`config.mk`:
```
export PLATFORM = sky130hd
export DESIGN_NAME = tcs_ctrl
export DESIGN_NICKNAME = d
export VERILOG_FILES = /design/src/tcs_pkg.sv /design/src/tcs_ctrl.sv
export SDC_FILE = /design/constraint.sdc
export NUM_CORES = 1
export LEC_CHECK = 0
export ABC_CLOCK_PERIOD_IN_PS = 1100
export BUFFER_PORTS_ARGS = -buffer_cell sky130_fd_sc_hd__buf_2
export CORE_AREA = 2 2 39 41
export CTS_CLUSTER_SIZE = 24
export DETAILED_ROUTE_END_ITERATION = 12
export DIE_AREA = 0 0 41 43
export HOLD_SLACK_MARGIN = 0.08
export PLACE_DENSITY = 0.39
export SLEW_MARGIN = 30
export SYNTH_ARGS = -nofsm -noshare
export SYNTH_HDL_FRONTEND = slang
export SYNTH_SLANG_ARGS = --single-unit
```
`constraint.sdc`:
```
create_clock -name i_clk -period 1.1 [get_ports i_clk]
set_input_delay 0.11 -clock i_clk [delete_from_list [all_inputs] [get_ports i_clk]]
set_output_delay 0.11 -clock i_clk [all_outputs]
set_load 0.02 [all_outputs]
```
`src/tcs_pkg.sv`:
```
// Shared types and constants for the text console scroller.
package tcs_pkg;

    // Field widths of the stream words
    localparam int REQ_W       = 2;
    localparam int CHAR_W      = 8;
    localparam int ADDR_W      = 12;
    localparam int DATA_W      = 8;
    localparam int ROW_W       = 5;
    localparam int COL_W       = 7;
    localparam int IN_TDATA_W  = 24;
    localparam int OUT_TDATA_W = 24;

    // Request kinds carried in tuser
    localparam logic [REQ_W-1:0] REQ_PUT   = 2'd0;
    localparam logic [REQ_W-1:0] REQ_CLEAR = 2'd1;
    localparam logic [REQ_W-1:0] REQ_READ  = 2'd2;

    // Character codes
    localparam logic [CHAR_W-1:0] CH_LF    = 8'h0A;
    localparam logic [CHAR_W-1:0] CH_CR    = 8'h0D;
    localparam logic [CHAR_W-1:0] CH_SPACE = 8'h20;

    // Commands from the controller to the datapath
    typedef struct packed {
        logic op_now;        // finish a put, read or unknown item at accept
        logic scroll_start;  // latch the item and set up a bottom row sweep
        logic clear_start;   // set up a full store sweep
        logic sweep_scroll;  // write one cell of the bottom row
        logic sweep_clear;   // write one cell of the store
        logic scroll_end;    // move the row base and settle the cursor
        logic clear_end;     // home the cursor and the row base
        logic out_load;      // load the result word
    } t_cmd;

    // Status from the datapath to the controller
    typedef struct packed {
        logic need_scroll;   // input word is a put that scrolls
        logic is_clear;      // input word is a clear
        logic out_free;      // result register free at the next edge
        logic scroll_last;   // last cell of the bottom row sweep
        logic clear_last;    // last cell of the store sweep
    } t_sts;

endpackage

```
`src/tcs_ctrl.sv`:
```
// Controller state machine of the text console scroller.
module tcs_ctrl (
    input  logic          i_clk,
    input  logic          i_rst_n,
    input  logic          i_in_valid,
    output logic          o_in_ready,
    input  tcs_pkg::t_sts i_sts,
    output tcs_pkg::t_cmd o_cmd
);
    import tcs_pkg::*;

    localparam logic [2:0] ST_IDLE   = 3'd0;
    localparam logic [2:0] ST_SCROLL = 3'd1;
    localparam logic [2:0] ST_CLEAR  = 3'd2;
    localparam logic [2:0] ST_DONE   = 3'd3;

    logic [2:0] r_state, n_state;
    logic       r_init, n_init;
    logic       in_fire;

    assign o_in_ready = (r_state == ST_IDLE) && i_sts.out_free;
    assign in_fire    = i_in_valid && o_in_ready;

    // Sequence each word through its work
    always_comb begin
        n_state = r_state;
        n_init  = r_init;
        o_cmd   = '0;
        unique case (r_state)
            ST_IDLE: begin
                if (in_fire) begin
                    if (i_sts.need_scroll) begin
                        o_cmd.scroll_start = 1'b1;
                        n_state = ST_SCROLL;
                    end else if (i_sts.is_clear) begin
                        o_cmd.clear_start = 1'b1;
                        n_state = ST_CLEAR;
                    end else begin
                        o_cmd.op_now = 1'b1;
                        n_state = ST_DONE;
                    end
                end
            end
            ST_SCROLL: begin
                o_cmd.sweep_scroll = 1'b1;
                if (i_sts.scroll_last) begin
                    o_cmd.scroll_end = 1'b1;
                    n_state = ST_DONE;
                end
            end
            ST_CLEAR: begin
                o_cmd.sweep_clear = 1'b1;
                if (i_sts.clear_last) begin
                    o_cmd.clear_end = 1'b1;
                    n_init  = 1'b0;
                    n_state = r_init ? ST_IDLE : ST_DONE;
                end
            end
            ST_DONE: begin
                o_cmd.out_load = 1'b1;
                n_state = ST_IDLE;
            end
            default: begin
                n_state = ST_IDLE;
            end
        endcase
    end

    // Start in the power-up clearing pass
    always_ff @(posedge i_clk) begin
        if (!i_rst_n) begin
            r_state <= ST_CLEAR;
            r_init  <= 1'b1;
        end else begin
            r_state <= n_state;
            r_init  <= n_init;
        end
    end

endmodule

```
# == Yosys cells after proc, flatten, opt, wreduce, memory -nomap -nowiden ==
# Index checks and enable logic that the tools add are counted.
# op_classes
n_mux,21
reduce_logical,5
n_eq_ne,6
# op_table
cell,count
3-bit 2-to-1 mux,6
1-bit 2-to-1 mux,13
3-bit one-hot mux with 3 select lines,1
3-bit by 2-bit == test with 1-bit output (second input constant),2
2-bit != test (second input constant),3
3-bit by 1-bit == test with 1-bit output (second input constant),1
3-bit logical NOT,1
3-bit AND reduction,1
1-bit logical AND,2
2-bit 2-to-1 mux,1
2-bit AND reduction,1
# word_totals
regBits,4
out_inout_bits,9
input_bits,8

# == Depth between registers and ports, before layout ==
# logic_depth
word_depth,5
ltp_mapped,3
mapped_depth_nobuf,3

# == Worst setup path after synthesis ==
# Ideal clock, no wire load.
# synth_timing
path_kind,reg2out
from,reg r_state[1]
to,out o_cmd[6] (netlist name)
arrival_time_ps,955
stages_incl_launch_ff,4
slack_ps,35
path_cell_list,dfxtp_1 nor2_1 and2_4 and3_1
# synth_rtl
item,line_no,rtl
start: declaration,tcs_ctrl.sv:17,"logic [2:0] r_state, n_state;"
start signal: assignment,tcs_ctrl.sv:75,r_state <= n_state;
end: declaration,tcs_ctrl.sv:8,output tcs_pkg::t_cmd o_cmd

==> run metrics <==
Area Overhead vs Synth=135.0%; max-slew violations=0; number of synthesized flops with an enable pin=0; Mapped Area=around 200 µm²; Remaining Overflow, GRT=0; die height=43 µm; Diodes inserted=0; Max Fclk=0.8268 GHz; area share of the largest cell type after synthesis=between 20% and 30%; Worst Hold Class=input pin to flip-flop; Power Density=1085 nW/µm²; biggest area consumer among synthesized cells=dfxtp_1; Slew HR=90.44%; pin slew with the least headroom to its limit=0.1426 ns; Yosys warnings=0; Layout Skew=~0.008 ns; average cell area after synthesis=8.158 µm²; Worst Setup SP=r_state[0]; Tcrit/Tclk final=110.0%; Die Footprint=1763 µm²; ys flop type=dfxtp_1; reg2reg end=r_state[0]; post-route cell area=479.2 µm²; CTS root buf=clkbuf_4; Crit Path Max Fanout=3; Final Hold Viols=0; commonest cells in the netlist=dfxtp_1, nor2_1; Port Buffers=16; Max Cap Viol=0; GRT Resource Usage Total=8.509%; layout cells sized above 1=69.64%; multi-input logic area=148.9 µm²; Yosys cell types=17; H-tree level count=1; Crit-path slowest cell=dfxtp_2; leakage power figure=approximately 0.25 nW; final worst slack=-0.1095 ns; initial antenna violation count=0; vias in the first global route=261; nets=65; largest net degree at the start of global routing=8; critical path's top delay family=simple AND/OR/NAND/NOR gates; WP depth=4; Clock Path Buffers=2; Worst Setup EP=o_cmd[6]; drt via density=4.056; Syn Nets=33; chip width=41 µm; crit end category=output port; register area=62.56 µm²; DR vias=between 200 and 300; maximum VDD drop=0.3690 mV; Final setup viols=10; total CTS buffers=3; Min Clock Period, post-route=1.210 ns; Critical Path AT=1.10 ns; WL/cell=8.875 µm; first-pass GRT wire length=about 950 µm; residual DRC count=0; GP Congestion=0.7144; Starting Density=around 15%; core box area=1384 µm²; R2R Setup Slk=-0.03 ns; antenna-violating nets left=0; First-pass DRT Iterations=2; Routed WL=639 µm; Bufs and invs on worst path=1; row cnt=14; Synth Register Bits=3; fill count=about 160; Worst-Skew Late Latency=0.24 ns; Reg2Reg Depth=7; Seq/Total Area, Yosys=between 20% and 30%; failing checks=negative setup slack; CTS tree=done; fraction of registers with async set/reset=0%; setup TNS=-0.5908 ns; RSZ-0062 raised after global routing=true; kind of start point of the critical path=flip-flop; Max stage delay on crit path=around 0.32 ns; Ports=17; cells after synthesis=25; critical path data required time=0.99 ns; DP HPWL=460.6 µm; pre-CTS setup slack=0.04750 ns; top cells by area, synth=dfxtp_1, and3b_2, and3_1; Clock Sinks=3; critical path cell sequence=nor2_4, and2_4, and3_4, buf_6; critical path class=flip-flop to output port; outcome=complete, but fails checks; worst reg2reg path startpoint=r_state[1]; Iteration-0 DRC Markers=5; placed inst area=319.1 µm²; Reg clk slew, reported paths=0.04 ns
==> placed cells by master, fill, tap and decap left out, types with 2 or more instances in the layout <==
cell type	n
buf_6	7
clkbuf_4	3
nor2_1	2
buf_2	7
dfxtp_2	2
buf_4	12
inv_1	2
and3b_2	2
o21ai_0	2
==> worst min path at each step <==
stage	cells past startpoint	end	slack [ns]	from
6_report	4	r_state[1]	0.21	i_sts[0]
5_1_grt	4	r_state[1]	0.24	i_sts[0]
4_1_cts	4	r_state[1]	0.20	i_sts[0]
3_5_place_dp	2	r_state[1]	0.33	i_rst_n
3_3_place_gp	2	r_state[1]	0.33	i_rst_n
2_1_floorplan	1	r_state[1]	0.18	i_rst_n
==> cells by family (layout without fill, tap and decap cells) <==
family                 Yosys count  after routing  synth area share [%]
AO/OA/AOI/OAI                    4              4                 11.66
buffers and inverters            2             33                 3.682
AND/OR/NAND/NOR                 16             16                 55.22
flip-flops                       3              3                 29.45
==> flip-flops by register name (all words and copies together) (netlist names) <==
| register | flops |
|---|---|
| r_state | 2 |
| r_init | 1 |
==> area by class of cell <==
cell class              count  area share, %
repair buffers             27          44.65
multi-input cells          20          31.07
flip-flops and latches      3          13.05
clock buffers               4          5.483
well taps                  16          4.178
inverters                   2          1.567
==> routing by layer <==
metal	track usage [%]	share of wire, %	vias to the layer above
met3	1.571	9.1	2
met4	10.00	2.2	0
met2	12.19	45	20
met1	8.917	44	122
met5	0	0	-
li1	-	-	148
==> worst reg2reg max path: cells and delay by family (launching register included) <==
kind                   cells  cell delay [ns]
buffers and inverters      4             0.47
DFF                        1             0.35
and+or+nand+nor            3             0.24
==> stage by stage <==
stage	util [%]	total power [mW]	instances	hold WS (ns)
floorplan	-	0.1997	25	0.1818
global placement	23.06	0.2528	59	0.3329
detailed placement	23.06	0.2511	59	0.3306
CTS	34.18	0.5289	72	0.2028
global route	34.63	0.5567	72	0.2439
finish	34.63	0.5197	72	0.2101
==> power breakdown <==
| group | switching [mW] | internal, mW |
|---|---|---|
| registers | 0.00960 | 0.121 |
| clock network | 0.0615 | 0.136 |
| logic | 0.0766 | 0.114 |
==> what timing repair did <==
| item | in CTS | in global routing |
|---|---|---|
| hold endpoints to repair | 2 | 0 |
| hold buffers | 1 | 0 |
| gates resized for setup | 19 | 2 |
| buffers inserted | 8 | 0 |
| endpoints found under the setup margin | 9 | 11 |
| pin swaps | 5 | 0 |
Note: power is estimated with default switching activity, not from simulation.
